`src/ppc_pkg.sv`:
```
// Shared types, pattern tables and decode helpers for the payload protocol classifier.
// Used by ppc_scan, ppc_verdict and payload_protocol_classifier; no dependencies.
package ppc_pkg;

   typedef enum logic [2:0] {
      PROTO_UNKNOWN  = 3'd0,
      PROTO_HTTP     = 3'd1,
      PROTO_IRC      = 3'd2,
      PROTO_FTP      = 3'd3,
      PROTO_SMTP     = 3'd4,
      PROTO_FDATA    = 3'd5,
      PROTO_SSL      = 3'd6
   } proto_type;

   localparam logic [2:0] TLS_NONE  = 3'd0;
   localparam logic [2:0] TLS_OTHER = 3'd5;
   localparam logic [3:0] HS_NONE   = 4'd0;

   localparam logic [7:0] REC_HANDSHAKE   = 8'h16;
   localparam logic [7:0] REC_APP_DATA    = 8'h17;
   localparam logic [7:0] SSL_MAJOR       = 8'h03;
   localparam logic [7:0] V2_CLIENT_HELLO = 8'h01;

   localparam int HEAD_DEPTH = 6;

   // Bit positions in the found flags and prefix flags.
   localparam int FOUND_HTTP    = 0;
   localparam int FOUND_FTP     = 1;
   localparam int FOUND_WELCOME = 2;
   localparam int PFX_NICK      = 0;
   localparam int PFX_FDAT      = 1;
   localparam int PFX_220       = 2;

   localparam logic [7:0] PAT_HTTP [5] = '{"H", "T", "T", "P", "/"};
   localparam logic [7:0] PAT_NICK [5] = '{"N", "I", "C", "K", " "};
   localparam logic [7:0] PAT_FDAT [8] = '{"F", "T", "P", "_", "d", "a", "t", "a"};
   localparam logic [7:0] PAT_220  [3] = '{"2", "2", "0"};
   localparam logic [7:0] PAT_FTP  [3] = '{"f", "t", "p"};
   localparam logic [7:0] PAT_WELC [7] = '{"w", "e", "l", "c", "o", "m", "e"};

   // Snapshot of the scan state including the byte just taken.
   typedef struct packed {
      logic [3:0]                 pos;
      logic [HEAD_DEPTH-1:0][7:0] head;
      logic [2:0]                 prefix;
      logic [2:0]                 found;
   } scan_view_type;

   typedef struct packed {
      logic       sslv2_hello;
      logic [3:0] handshake_type;
      logic [2:0] tls_version;
      proto_type  protocol;
   } verdict_type;

   function automatic logic [7:0] fold_case(input logic [7:0] b);
      if (b >= "A" && b <= "Z") begin
         return b | 8'h20;
      end
      return b;
   endfunction

   function automatic logic [2:0] tls_ver(input logic [7:0] major, input logic [7:0] minor);
      if (major == SSL_MAJOR && minor <= 8'd3) begin
         return minor[2:0] + 3'd1;
      end
      return TLS_OTHER;
   endfunction

   function automatic logic [3:0] hs_code(input logic [7:0] t);
      logic [3:0] r;
      unique case (t)
         8'h00:   r = 4'd1;
         8'h01:   r = 4'd2;
         8'h02:   r = 4'd3;
         8'h0b:   r = 4'd4;
         8'h0c:   r = 4'd5;
         8'h0d:   r = 4'd6;
         8'h0e:   r = 4'd7;
         8'h0f:   r = 4'd8;
         8'hf0:   r = 4'd9;
         8'hf4:   r = 4'd10;
         default: r = HS_NONE;
      endcase
      return r;
   endfunction

endpackage

```
`src/payload_protocol_classifier.sv`:
```
// Payload protocol classifier: one verdict per payload, issued on its last byte.
// The last byte passes through the input register; its verdict is then registered in the
// result register, which raises rsp_tvalid; an untaken verdict stalls the last byte.
// Throughput: one byte per cycle; a last byte waits in the input register while the
// result register still holds an untaken verdict. Reset (synchronous, active high)
// clears both pipeline stages and the scan state. Depends on ppc_pkg, ppc_scan, ppc_verdict.
module payload_protocol_classifier import ppc_pkg::*; (
   input  logic        clock,
   input  logic        reset,
   // Byte stream
   input  logic        req_tvalid,
   output logic        req_tready,
   input  logic [7:0]  req_tdata,   // [7:0] data_byte
   input  logic        req_tlast,   // last_byte
   input  logic        req_tuser,   // passive_hit
   // Verdict stream
   output logic        rsp_tvalid,
   input  logic        rsp_tready,
   output logic [15:0] rsp_tdata    // [2:0] protocol, [5:3] tls_version,
                                    // [9:6] handshake_type, [10] sslv2_hello, rest zero
);

   // Input register: one byte waiting to be scanned.
   logic        s1_valid_ff, s1_valid_in;
   logic [7:0]  s1_byte_ff;
   logic        s1_last_ff;
   logic        s1_passive_ff;

   // Result register.
   logic        rsp_valid_ff, rsp_valid_in;
   verdict_type rsp_data_ff;

   logic          out_free;
   logic          s1_go;
   logic          req_take;
   scan_view_type view;
   verdict_type   verdict;

   // A non-final byte needs no output slot, so it always drains; a final
   // byte moves only when the result register is empty or being emptied.
   assign out_free   = !rsp_valid_ff || rsp_tready;
   assign s1_go      = s1_valid_ff && (!s1_last_ff || out_free);
   assign req_tready = !s1_valid_ff || s1_go;
   assign req_take   = req_tvalid && req_tready;

   assign s1_valid_in = req_take || (s1_valid_ff && !s1_go);

   always_comb begin
      rsp_valid_in = rsp_valid_ff;
      if (s1_go && s1_last_ff) begin
         rsp_valid_in = 1'b1;
      end else if (rsp_tready) begin
         rsp_valid_in = 1'b0;
      end
   end

   ppc_scan u_scan (
      .clock     (clock),
      .reset     (reset),
      .step      (s1_go),
      .last      (s1_last_ff),
      .data_byte (s1_byte_ff),
      .view      (view)
   );

   ppc_verdict u_verdict (
      .view        (view),
      .passive_hit (s1_passive_ff),
      .verdict     (verdict)
   );

   // Hold control state under reset; payload registers load on transactions only.
   always_ff @(posedge clock) begin
      if (reset) begin
         s1_valid_ff  <= 1'b0;
         rsp_valid_ff <= 1'b0;
      end else begin
         s1_valid_ff  <= s1_valid_in;
         rsp_valid_ff <= rsp_valid_in;
      end
      if (req_take) begin
         s1_byte_ff    <= req_tdata;
         s1_last_ff    <= req_tlast;
         s1_passive_ff <= req_tuser;
      end
      if (s1_go && s1_last_ff) begin
         rsp_data_ff <= verdict;
      end
   end

   assign rsp_tvalid = rsp_valid_ff;
   assign rsp_tdata  = {5'd0, rsp_data_ff};

endmodule

```
`src/ppc_scan.sv`:
```
// Per-byte scan state: position, header bytes, prefix checks and substring matchers.
// Depends on ppc_pkg.
module ppc_scan import ppc_pkg::*; (
   input  logic          clock,
   input  logic          reset,
   input  logic          step,
   input  logic          last,
   input  logic [7:0]    data_byte,
   output scan_view_type view
);

   logic [3:0]                 pos_ff, pos_in;
   logic [HEAD_DEPTH-1:0][7:0] head_ff, head_in;
   logic                       nul_ff, nul_in;
   logic [2:0]                 prefix_ff, prefix_in;
   logic [2:0]                 http_ff, http_in;
   logic [1:0]                 ftp_ff, ftp_in;
   logic [2:0]                 welc_ff, welc_in;
   logic [2:0]                 found_ff, found_in;
   logic [7:0]                 lb;

   always_comb begin
      pos_in    = pos_ff;
      head_in   = head_ff;
      nul_in    = nul_ff;
      prefix_in = prefix_ff;
      http_in   = http_ff;
      ftp_in    = ftp_ff;
      welc_in   = welc_ff;
      found_in  = found_ff;
      lb        = fold_case(data_byte);

      // Substring search stops at the first NUL.
      if (!nul_ff) begin
         if (data_byte == 8'h00) begin
            nul_in = 1'b1;
         end else begin
            if (data_byte == PAT_HTTP[http_ff]) begin
               if (http_ff == 3'd4) begin
                  found_in[FOUND_HTTP] = 1'b1;
                  http_in              = 3'd0;
               end else begin
                  http_in = http_ff + 3'd1;
               end
            end else if (data_byte == PAT_HTTP[0]) begin
               http_in = 3'd1;
            end else begin
               http_in = 3'd0;
            end

            if (lb == PAT_FTP[ftp_ff]) begin
               if (ftp_ff == 2'd2) begin
                  found_in[FOUND_FTP] = 1'b1;
                  ftp_in              = 2'd0;
               end else begin
                  ftp_in = ftp_ff + 2'd1;
               end
            end else if (lb == PAT_FTP[0]) begin
               ftp_in = 2'd1;
            end else begin
               ftp_in = 2'd0;
            end

            if (lb == PAT_WELC[welc_ff]) begin
               if (welc_ff == 3'd6) begin
                  found_in[FOUND_WELCOME] = 1'b1;
                  welc_in                 = 3'd0;
               end else begin
                  welc_in = welc_ff + 3'd1;
               end
            end else if (lb == PAT_WELC[0]) begin
               welc_in = 3'd1;
            end else begin
               welc_in = 3'd0;
            end
         end
      end

      if (pos_ff < 4'd6) begin
         head_in[pos_ff[2:0]] = data_byte;
      end
      if (pos_ff < 4'd5) begin
         if (data_byte != PAT_NICK[pos_ff[2:0]]) prefix_in[PFX_NICK] = 1'b0;
      end
      if (pos_ff < 4'd8) begin
         if (data_byte != PAT_FDAT[pos_ff[2:0]]) prefix_in[PFX_FDAT] = 1'b0;
      end
      if (pos_ff < 4'd3) begin
         if (data_byte != PAT_220[pos_ff[1:0]]) prefix_in[PFX_220] = 1'b0;
      end
      if (pos_ff != 4'hF) begin
         pos_in = pos_ff + 4'd1;
      end
   end

   assign view = '{pos: pos_in, head: head_in, prefix: prefix_in, found: found_in};

   // Clear everything on reset and after the verdict byte.
   always_ff @(posedge clock) begin
      if (reset || (step && last)) begin
         pos_ff    <= '0;
         head_ff   <= '0;
         nul_ff    <= 1'b0;
         prefix_ff <= '1;
         http_ff   <= '0;
         ftp_ff    <= '0;
         welc_ff   <= '0;
         found_ff  <= '0;
      end else if (step) begin
         pos_ff    <= pos_in;
         head_ff   <= head_in;
         nul_ff    <= nul_in;
         prefix_ff <= prefix_in;
         http_ff   <= http_in;
         ftp_ff    <= ftp_in;
         welc_ff   <= welc_in;
         found_ff  <= found_in;
      end
   end

endmodule

```
`src/ppc_verdict.sv`:
```
// Priority decode of the scan snapshot into a protocol verdict.
// Depends on ppc_pkg.
module ppc_verdict import ppc_pkg::*; (
   input  scan_view_type view,
   input  logic          passive_hit,
   output verdict_type   verdict
);

   logic nick_ok, fdat_ok, p220_ok;

   assign nick_ok = view.prefix[PFX_NICK] && (view.pos >= 4'd5);
   assign fdat_ok = view.prefix[PFX_FDAT] && (view.pos >= 4'd8);
   assign p220_ok = view.prefix[PFX_220]  && (view.pos >= 4'd3);

   always_comb begin
      verdict.protocol       = PROTO_UNKNOWN;
      verdict.tls_version    = TLS_NONE;
      verdict.handshake_type = HS_NONE;
      verdict.sslv2_hello    = 1'b0;
      priority if (view.found[FOUND_HTTP]) begin
         verdict.protocol = PROTO_HTTP;
      end else if (nick_ok) begin
         verdict.protocol = PROTO_IRC;
      end else if (fdat_ok) begin
         verdict.protocol = PROTO_FDATA;
      end else if (p220_ok) begin
         verdict.protocol = (view.found[FOUND_FTP] || view.found[FOUND_WELCOME]) ?
                            PROTO_FTP : PROTO_SMTP;
      end else if (view.head[0] == REC_HANDSHAKE) begin
         verdict.protocol       = PROTO_SSL;
         verdict.tls_version    = tls_ver(view.head[1], view.head[2]);
         verdict.handshake_type = hs_code(view.head[5]);
      end else if (view.head[0] != REC_APP_DATA && view.head[2] == V2_CLIENT_HELLO) begin
         verdict.protocol    = PROTO_SSL;
         verdict.sslv2_hello = 1'b1;
         if (view.head[3] == SSL_MAJOR && view.head[4] <= 8'd3) begin
            verdict.tls_version = view.head[4][2:0] + 3'd1;
         end
      end else begin
         verdict.protocol = passive_hit ? PROTO_FDATA : PROTO_UNKNOWN;
      end
   end

endmodule
```
`config.mk`:
```
export PLATFORM = sky130hd
export DESIGN_NAME = payload_protocol_classifier
export DESIGN_NICKNAME = d
export VERILOG_FILES = /design/src/ppc_pkg.sv /design/src/payload_protocol_classifier.sv /design/src/ppc_scan.sv /design/src/ppc_verdict.sv
export SDC_FILE = /design/constraint.sdc
export NUM_CORES = 1
export LEC_CHECK = 0
export ABC_AREA = 1
export BUFFER_PORTS_ARGS = -buffer_cell sky130_fd_sc_hd__buf_2
export CORE_MARGIN = 5
export CORE_UTILIZATION = 30
export DETAILED_ROUTE_END_ITERATION = 10
export GPL_ROUTABILITY_DRIVEN = 0
export SYNTH_ARGS = -nofsm -noshare
export SYNTH_HDL_FRONTEND = slang
export SYNTH_SLANG_ARGS = --single-unit
```
`constraint.sdc`:
```
create_clock -name clock -period 2.9 [get_ports clock]
set_input_delay 0.29 -clock clock [delete_from_list [all_inputs] [get_ports clock]]
set_output_delay 0.29 -clock clock [all_outputs]
set_load 0.1 [all_outputs]
```
==> results of run 1 <==
-- per-layer routing --
layer,GRT usage,share of wire
met1,0.201,0.49
met2,0.211,0.43
met3,0.0212,0.052
met4,0.0658,0.028
met5,0,0
-- cell type report --
| class | instances | area (um2) |
|---|---|---|
| clock buffer | 9 | 225 |
| sequential | 90 | 2010 |
| multi-input combinational | 613 | 2970 |
| tap | 229 | 287 |
| clock inverter | 7 | 68.8 |
| timing repair buffer | 46 | 280 |
| inverter | 77 | 292 |
| fill | 1896 | 11800 |
-- worst min path at each step --
stage	startpoint	endpoint	slack, ps	cells past startpoint
floorplan	reset	s1_valid_ff$_SDFF_PP0_	360	1
global placement	u_scan.found_ff[0]$_SDFFE_PP0P_	u_scan.found_ff[0]$_SDFFE_PP0P_	450	2
detailed placement	u_scan.prefix_ff[0]$_SDFFE_PP1P_	u_scan.prefix_ff[0]$_SDFFE_PP1P_	450	2
CTS	reset	s1_valid_ff$_SDFF_PP0_	90	2
global route	req_tdata[4]	s1_byte_ff[4]$_DFFE_PP_	90	1
finish	reset	s1_valid_ff$_SDFF_PP0_	100	2
-- kinds of logic (layout without fill, tap and decap cells) --
kind of cell,count (synthesis),in the layout,synth area share
buffers and inverters,117,139,0.0934
other,1,5,0.000685
flip-flops,90,90,0.367
AO/OA/AOI/OAI,171,171,0.164
XOR/XNOR,4,4,0.00640
AND/OR/NAND/NOR,412,412,0.320
adder cells (fa/ha/maj),21,21,0.0480
-- sequential cells by signal (all words and copies together) (netlist names), 2 cells and up --
| name | count |
|---|---|
| u_scan.welc_ff | 3 |
| u_scan.ftp_ff | 2 |
| u_scan.prefix_ff | 3 |
| rsp_tdata | 11 |
| u_scan.head_ff | 48 |
| s1_byte_ff | 8 |
| u_scan.http_ff | 3 |
| u_scan.pos_ff | 4 |
| u_scan.found_ff | 3 |
-- layout by cell type, fill, tap and decap left out --
cell type,netlist,routed
nor3_1,9,9
nand3_2,2,2
nand2_2,6,6
o21ai_2,3,3
buf_4,7,20
nand4_1,8,8
bufinv_16,0,1
a21oi_2,1,1
nand2_1,229,229
a211oi_1,6,6
inv_2,1,2
nor2_1,80,80
conb_1,1,5
clkinv_1,6,6
nand3b_1,3,3
inv_4,1,1
xnor2_1,2,2
clkinv_2,0,3
a21boi_0,1,1
o21ai_1,6,6
o211ai_1,2,2
nor2_2,5,5
nand4_2,1,1
nor2_4,4,4
edfxtp_1,21,21
a31oi_1,6,6
inv_6,0,1
buf_2,11,26
ha_1,21,21
and3_1,1,1
nor4_1,1,1
o21ai_0,82,82
dfxtp_1,69,69
inv_1,69,68
nand3_1,63,63
a21oi_1,64,64
clkbuf_16,0,9
xor2_1,2,2
clkinvlp_4,0,2
-- stage by stage --
| stage | hold WS [ps] | instance area [um2] | utilization |
|---|---|---|---|
| detailed placement | 451 | 5840 | 0.325 |
| global placement | 450 | 5840 | 0.325 |
| CTS | 90.3 | 6130 | 0.341 |
| global route | 93.2 | 6130 | 0.341 |
| floorplan | 359 | 5490 | - |
| finish | 99.9 | 6130 | 0.341 |
-- report_power, final --
part,internal (uW),leakage [uW],switching (uW)
clock,666,0.000142,517
sequential,1330,0.000772,45.4
combinational,144,0.00173,359
==> reports/results.tsv, run 1 <==
metric	value	unit
largest stage delay on the critical path	640	ps
status	finished, final reports clean	
HP Class	input port to register	
Final Cycle Share	0.912	
post-route setup slack	256	ps
hpwl dp	10.3	mm
RR Startpoint	u_scan.pos_ff[0]$_SDFFE_PP0P_	
starting density of the core	0.305	
WP data required	3130	ps
Rows	49	
Worst path slowest cell	dfxtp_1	
total buffers and inverters traversed by the critical path	1	
final WL	14.8	mm
CP Launch Type	register	
Maximum Capacitance Violations	0	
Synth cell types	36	
PD cells	500	mW/mm2
Pre-antenna DRT Iters	5	
post_cts resized	0	
Worst Max-Slew Pin Slew	719	ps
element type at the critical path end	register	
largest net degree at the start of global routing	77	
Yosys top cell by area	dfxtp_1	
sequential fraction of the synthesis area	0.367	
Final Hold Fails	0	
maximum fanout along the worst path	11	
Antenna Violating Nets Remaining	0	
Async SR Flop Fraction	0	
CTS Buffer Depth	2	
VDD IR max	0.282	mV
min Tclk post-route	2640	ps
clock latency on the worst-skew pair	350	ps
Post-Place Cells	1055	
Crit path arrival time	2870	ps
n_diodes	0	
Synth top cells by count	nand2_1 (229), o21ai_0 (82), nor2_1 (80), dfxtp_1 (69), inv_1 (69)	
Reg2Reg Setup Slack	260	ps
Root Driver	clkbuf_16	
FF-to-FF End	rsp_tdata[3]$_SDFFCE_PP0P_	
# IOs	32	
share of cells above drive strength 1	0.103	
overall power	3060	uW
pre-CTS setup slack	348	ps
Vias/cell	4.82	
syn_area_per_cell	6.71	um2
Die H	145	um
Die ar.	0.0211	mm2
R2R depth	11	
Die X	145	um
f_max	378	MHz
top-count cell post-synth	nand2_1	
CP cell instances	inv_1 > ha_1 > nand2_1 > o21ai_0 > nor3_1 > nor2_1 > nand2_1 > nand2_1 > nor2_2 > nand3_1 > nand2_1	
CTS clock-pin slew for the worst setup and hold paths	70	ps
routed via count	5165	
Gate Count Post-Synth	816	
P_leak	0.00264	uW
synth-to-layout area growth	12.0	%
EDFF count, synth	21	
Synth top area share	0.252	
Post-route DRC	0	
Initial DRC Count	559	
Synth warnings	0	
WP depth	11	
Global Route Usage Sum	0.142	
Final Non-Filler Cells	1071	
clock tree sinks	90	
worst setup path end	rsp_tdata[3]$_SDFFCE_PP0P_	
initial antenna violation count	0	
CTS buffer count	9	
Slew headroom	0.521	
Final #Nets	872	
largest cells by area after synthesis	dfxtp_1 (25%), nand2_1 (16%), edfxtp_1 (12%)	
Congestion Overflow GR	0	
Worst Skew	4.75	ps
Critical Path Source	u_scan.pos_ff[0]$_SDFFE_PP0P_	
unrepaired setup endpoints after global routing	false	
# port buffers	26	
Max H-tree Level	3	
Crit path max-delay family	simple AND/OR/NAND/NOR gates	
core box area	0.0180	mm2
post-DR wirelength/cell	13.8	um
cts-stage hold buffer count	0	
Syn Std Cell Area	0.00548	mm2
CTS tree	yes	
Top FF cell, synth	dfxtp_1	
most frequent CP cell	nand2_1	
Post-CTS Setup Inserts	0	
first-pass GRT wire length	24.4	mm
vias in the first global route	4701	
Final TNS setup	0	ps
Slew Limit Fails	0	
Worst Setup Path Type	register to register	
Seq cells post-synth	90	
Setup violations, final	0	
No activity file was read; power rests on OpenSTA's default activity.
==> run 2, diff against run 1 <==
- CORE_UTILIZATION: 30 -> 62
- PLACE_DENSITY: not set -> 0.81
- SYNTH_HIERARCHICAL: not set -> 1
==> run 2 against run 1 <==
Compared with the run above:
- cell count down 8.8%
- total power down 5.1%
- first-iteration DRC count down 14%
- register-to-register slack worse by 20 ps
- worst hold slack worse by 20 ps
- global-route usage up 11 points
- routed wire length down 8.5%
- count of clock-buffer cells in the layout unchanged
- sequential cell count unchanged
- synthesized cell count up 4.8%
- critical endpoint is now rsp_tdata[5]$_DFFE_PP_
- largest power group unchanged
==> reports/results.tsv, run 2 <==
metric	value	unit
final WL	13.5	mm
cts-stage hold buffer count	0	
status	finished, final reports clean	
# port buffers	26	
Crit path max-delay family	simple AND/OR/NAND/NOR gates	
Final Non-Filler Cells	977	
CP cell instances	inv_2 > ha_1 > nor2_1 > xor2_1 > nor3_1 > nand2_1 > nand2_1 > nand2_1 > inv_1 > a21oi_1 > nand3_4 > nor2_4 > o21ai_1 > nand2_1	
core box area	0.00881	mm2
Post-Synth Adder-Cell Area	0.0464	
Slew Limit Fails	0	
post_cts resized	0	
M2 GR Usage	0.419	
CTS Buffer Depth	2	
Slew headroom	0.567	
unrepaired setup endpoints after global routing	false	
# IOs	32	
total buffers and inverters traversed by the critical path	2	
sw frac	0.333	
Clk pwr share	0.306	
P_int	1940	uW
VDD IR max	0.441	mV
routed via count	5361	
most frequent CP cell	nand2_1	
PD cells	488	mW/mm2
EDFF count, synth	21	
Worst Max-Slew Pin Slew	650	ps
sequential fraction of the synthesis area	0.356	
Die ar.	0.0111	mm2
Die X	106	um
Global Route Usage Sum	0.250	
overall power	2910	uW
Final Hold Fails	0	
hold depth	1	
share of cells above drive strength 1	0.101	
Rows	34	
vias in the first global route	4998	
Comb pwr share	0.211	
RR Startpoint	u_scan/pos_ff[0]$_SDFFE_PP0P_	
CP Launch Type	register	
Initial DRC Count	482	
largest stage delay on the critical path	550	ps
fin util	0.677	
Final Cycle Share	0.917	
f_max	376	MHz
Final TNS setup	0	ps
P_leak	0.00298	uW
n_diodes	0	
hold_sp	req_tdata[7]	
Synth warnings	6	
M1 GR Usage	0.310	
FF-to-FF End	rsp_tdata[5]$_DFFE_PP_	
grt peak-use layer	met2	
Synth cell types	42	
element type at the critical path end	register	
Gate Count Post-Synth	855	
hpwl dp	9.32	mm
Maximum Capacitance Violations	0	
Yosys top cell by area	dfxtp_1	
met3 Use GR	0.0471	
Reg power frac	0.483	
Syn Std Cell Area	0.00566	mm2
Crit path arrival time	2900	ps
Compound-Gate Fraction of Synth Area	0.147	
Seq cells post-synth	90	
min Tclk post-route	2660	ps
Max H-tree Level	3	
R2R depth	14	
max reg flops	48	
starting density of the core	0.643	
Root Driver	clkbuf_8	
mux contribution to synthesized area	0	
Top FF cell, synth	dfxtp_1	
Worst path slowest cell	dfxtp_1	
post-DR wirelength/cell	13.8	um
Worst Setup Path Type	register to register	
CTS clock-pin slew for the worst setup and hold paths	100	ps
Pre-antenna DRT Iters	5	
main combinational cell family by area after synthesis	simple AND/OR/NAND/NOR gates	
Antenna Violating Nets Remaining	0	
Reg2Reg Setup Slack	240	ps
CTS tree	yes	
Congestion Overflow GR	0	
most frequent cells in the layout	nand2_1 (164), nor2_1 (164), inv_1 (118)	
Synth top area share	0.244	
largest cells by area after synthesis	dfxtp_1 (24%), edfxtp_1 (11%), nand2_1 (11%)	
clock latency on the worst-skew pair	380	ps
first-pass GRT wire length	23.0	mm
initial antenna violation count	0	
synth-to-layout area growth	5.31	%
syn_area_per_cell	6.62	um2
NetSw	969	uW
largest net degree at the start of global routing	61	
simple-gate portion of the synthesized area	0.308	
Setup violations, final	0	
Vias/cell	5.49	
Post-CTS Setup Inserts	0	
clock tree sinks	90	
Final #Nets	899	
maximum fanout along the worst path	8	
HP Class	input port to register	
hold endpoint	s1_byte_ff[7]$_DFFE_PP_	
Post-Synth XOR/XNOR Area	0.0155	
Worst Skew	13.6	ps
Die H	106	um
Post-route DRC	0	
Post-Place Cells	961	
Biggest register	u_scan/head_ff	
WP data required	3140	ps
Async SR Flop Fraction	0	
CTS buffer count	9	
Synth top cells by count	nand2_1 (164), nor2_1 (164), inv_1 (118), o21ai_1 (89), dfxtp_1 (69)	
## run 2: cell types whose count changed in the layout (fill, tap and decap cells not counted), moves of 39 or more
cell / delta
o21ai_0: -46
a21oi_1: -39
inv_1: +50
o21ai_1: +83
nand2_1: -65
nor2_1: +84
## run 2: cell families after synthesis
| group | count (synthesis) |
|---|---|
| adders and majority gates | 21 |
| AOI/OAI and AO/OA | 160 |
| xor gates and xnor gates | 10 |
| and+or+nand+nor | 404 |
| other | 1 |
| DFF | 90 |
| buffers and inverters | 169 |
## run 2: through the flow
stage | hold slack (ps) | instance area (um2) | setup WS, ps
global route | 67.8 | 5960 | 11.7
global placement | 450 | 5760 | 434
finish | 79.8 | 5960 | 241
floorplan | 352 | 5670 | 385
CTS | 74.4 | 5960 | 283
detailed placement | 456 | 5760 | 328
## run 2: worst register-to-register path, stage by stage, from the launching register on
cell	delay, ps
dfxtp_1	550
inv_2	160
ha_1	350
nor2_1	130
xor2_1	180
nor3_1	70
nand2_1	80
nand2_1	50
nand2_1	70
inv_1	60
a21oi_1	320
nand3_4	160
nor2_4	180
o21ai_1	100
nand2_1	70
## run 2: power by group through the flow
stage	clock network, uW	logic, uW	registers [uW]
after floorplan	0	482	1440
after global placement	0	576	1430
after detailed placement	0	600	1430
after CTS	906	604	1400
after global routing	959	692	1410
final	891	614	1400
## run 2: how the worst max path moves through the flow
stage / from / to / depth (start not counted)
after floorplan: rsp_tvalid$_SDFFE_PP0P_ / s1_byte_ff[0]$_DFFE_PP_ / 3
after global placement: u_scan/pos_ff[0]$_SDFFE_PP0P_ / rsp_tdata[5]$_DFFE_PP_ / 14
after detailed placement: u_scan/pos_ff[0]$_SDFFE_PP0P_ / rsp_tdata[3]$_DFFE_PP_ / 14
after CTS: u_scan/pos_ff[2]$_SDFFE_PP0P_ / rsp_tdata[3]$_DFFE_PP_ / 14
after global routing: u_scan/pos_ff[2]$_SDFFE_PP0P_ / rsp_tdata[6]$_DFFE_PP_ / 14
final: u_scan/pos_ff[0]$_SDFFE_PP0P_ / rsp_tdata[5]$_DFFE_PP_ / 14
## run 2: final cells by class
type | instances | area (um2)
multi-input cells | 600 | 2940
well taps | 108 | 135
clock inverters | 7 | 76.3
clock buffers | 9 | 124
fillers | 764 | 2850
flip-flops and latches | 90 | 2010
repair buffers | 33 | 183
inverters | 130 | 488
## run 2: metal layers
| metal | wire length [um] | share of wire |
|---|---|---|
| met5 | 0 | 0 |
| met4 | 452 | 0.033 |
| met3 | 913 | 0.068 |
| met2 | 6510 | 0.48 |
| met1 | 5640 | 0.42 |
==> run 3, diff against run 2 <==
- RECOVER_POWER: not set -> 100
==> run 3 against run 2 <==
Compared with the run above:
- total power down 0.68%
- count of clock-buffer cells in the layout unchanged
- utilization down 0.54 points
- sequential share of layout area up 0.27 points
- global-route usage unchanged
- via count up 0.52%
- clock power down 0.6%
- worst setup slack better by 35 ps
- die area unchanged
- cell count unchanged
- critical path type unchanged
- largest cell class unchanged
==> reports/results.tsv, run 3 (synthesis results as in run 2) <==
metric	value	unit
P_int	1930	uW
NetSw	954	uW
Post-route DRC	0	
Reg power frac	0.486	
P_leak	0.00293	uW
commonest non-fill, non-tap cell in the layout	nor2_1	
routed via count	5389	
most frequent cells in the layout	nor2_1 (166), nand2_1 (165), inv_1 (120)	
Worst Setup Path Type	register to register	
starting density of the core	0.643	
first-pass GRT wire length	23.0	mm
VDD IR max	0.440	mV
Pre-antenna DRT Iters	5	
overall power	2890	uW
Initial DRC Count	469	
Maximum Capacitance Violations	0	
n_diodes	0	
FF-to-FF End	rsp_tdata[4]$_DFFE_PP_	
Clk pwr share	0.307	
Final Cycle Share	0.905	
HP Class	input port to register	
f_max	381	MHz
max reg flops	48	
worst setup path end	rsp_tdata[4]$_DFFE_PP_	
total buffers and inverters traversed by the critical path	2	
Vias/cell	5.52	
most frequent CP cell	nand2_1	
final WL	13.6	mm
post-DR wirelength/cell	13.9	um
Critical Path Source	u_scan/pos_ff[0]$_SDFFE_PP0P_	
maximum fanout along the worst path	8	
Final #Nets	899	
Slew Limit Fails	0	
Worst path slowest cell	dfxtp_1	
clock tree sinks	90	
largest stage delay on the critical path	540	ps
WP data required	3140	ps
CTS buffer count	9	
PD cells	489	mW/mm2
element type at the critical path end	register	
Congestion Overflow GR	0	
min Tclk post-route	2620	ps
CP Launch Type	register	
Die ar.	0.0111	mm2
Setup violations, final	0	
cts-stage hold buffer count	0	
CTS clock-pin slew for the worst setup and hold paths	100	ps
Crit path max-delay family	simple AND/OR/NAND/NOR gates	
Worst Skew	12.4	ps
fillers	778	
clock latency on the worst-skew pair	370	ps
Final TNS setup	0	ps
share of cells above drive strength 1	0.0783	
initial antenna violation count	0	
sw frac	0.330	
RR Startpoint	u_scan/pos_ff[0]$_SDFFE_PP0P_	
Antenna Violating Nets Remaining	0	
Root Driver	clkbuf_8	
largest net degree at the start of global routing	61	
Worst Max-Slew Pin Slew	1250	ps
WP depth	14	
core box area	0.00881	mm2
Crit path arrival time	2870	ps
# IOs	32	
Comb pwr share	0.208	
Biggest register	u_scan/head_ff	
Slew headroom	0.164	
hpwl dp	9.32	mm
Reg2Reg Setup Slack	280	ps
Die X	106	um
status	finished, final reports clean	
post_cts resized	0	
fin util	0.671	
synth-to-layout area growth	4.47	%
Max H-tree Level	3	
Global Route Usage Sum	0.250	
# port buffers	26	
vias in the first global route	4998	
CTS Buffer Depth	2	
unrepaired setup endpoints after global routing	false	
CP cell instances	inv_2 > ha_1 > nor2_1 > xor2_1 > nor3_1 > nand2_1 > nand2_1 > nand2_1 > inv_1 > a21oi_1 > nand3_4 > nor3_2 > nand2_1 > nand2_1	
Post-CTS Setup Inserts	0	
Final Hold Fails	0	
CTS tree	yes	
Rows	34	
Die H	106	um
R2R depth	14	
-- run 3: cell count changes in the layout (fill, tap and decap cells not counted), sizes merged --
cell    before  now
clkbuf       9   23
buf         33   19
-- run 3: power groups by stage --
stage / Clock, uW / Combinational [uW] / Sequential, uW
4_1_cts: 906 / 604 / 1400
2_1_floorplan: 0 / 482 / 1440
6_report: 886 / 600 / 1400
3_3_place_gp: 0 / 576 / 1430
5_1_grt: 959 / 678 / 1410
3_5_place_dp: 0 / 600 / 1430
-- run 3: worst min path at each step --
stage | startpoint | to | slack [ps] | cells after the start
4_1_cts | req_tdata[7] | s1_byte_ff[7]$_DFFE_PP_ | 70 | 1
3_3_place_gp | u_scan/prefix_ff[2]$_SDFFE_PP1P_ | u_scan/prefix_ff[2]$_SDFFE_PP1P_ | 450 | 2
6_report | req_tdata[7] | s1_byte_ff[7]$_DFFE_PP_ | 90 | 1
5_1_grt | req_tdata[7] | s1_byte_ff[7]$_DFFE_PP_ | 70 | 1
2_1_floorplan | reset | s1_valid_ff$_SDFF_PP0_ | 350 | 1
3_5_place_dp | u_scan/prefix_ff[1]$_SDFFE_PP1P_ | u_scan/prefix_ff[1]$_SDFFE_PP1P_ | 460 | 2
-- run 3: worst reg2reg max path, stage by stage (launching register included) --
cell	delay, ps
dfxtp_1	540
inv_2	160
ha_1	350
nor2_1	120
xor2_1	170
nor3_1	70
nand2_1	80
nand2_1	50
nand2_1	70
inv_1	60
a21oi_1	320
nand3_4	150
nor3_2	200
nand2_1	90
nand2_1	60
-- run 3: area by class of cell --
class | count | area (um2) | area share
sequential | 90 | 2010 | 0.340
multi-input combinational | 600 | 2910 | 0.493
clock inverter | 7 | 76.3 | 0.0129
inverter | 130 | 488 | 0.0826
timing repair buffer | 33 | 164 | 0.0277
clock buffer | 9 | 124 | 0.0210
tap | 108 | 135 | 0.0229
-- run 3: through the flow --
| step | cell area [um2] | worst slack, ps | hold WS [ps] | instances |
|---|---|---|---|---|
| floorplan | 5670 | 385 | 352 | 859 |
| detailed placement | 5760 | 328 | 456 | 961 |
| global route | 5910 | 47.7 | 67.8 | 977 |
| finish | 5910 | 276 | 85.8 | 977 |
| global placement | 5760 | 434 | 450 | 961 |
| CTS | 5960 | 283 | 74.4 | 977 |
-- run 3: per-layer routing --
| metal | vias up | GRT usage | share of wire |
|---|---|---|---|
| met2 | 202 | 0.419 | 0.48 |
| met4 | 0 | 0.123 | 0.032 |
| li1 | 2705 | - | - |
| met3 | 41 | 0.0471 | 0.066 |
| met1 | 2441 | 0.310 | 0.42 |
| met5 | - | 0 | 0 |
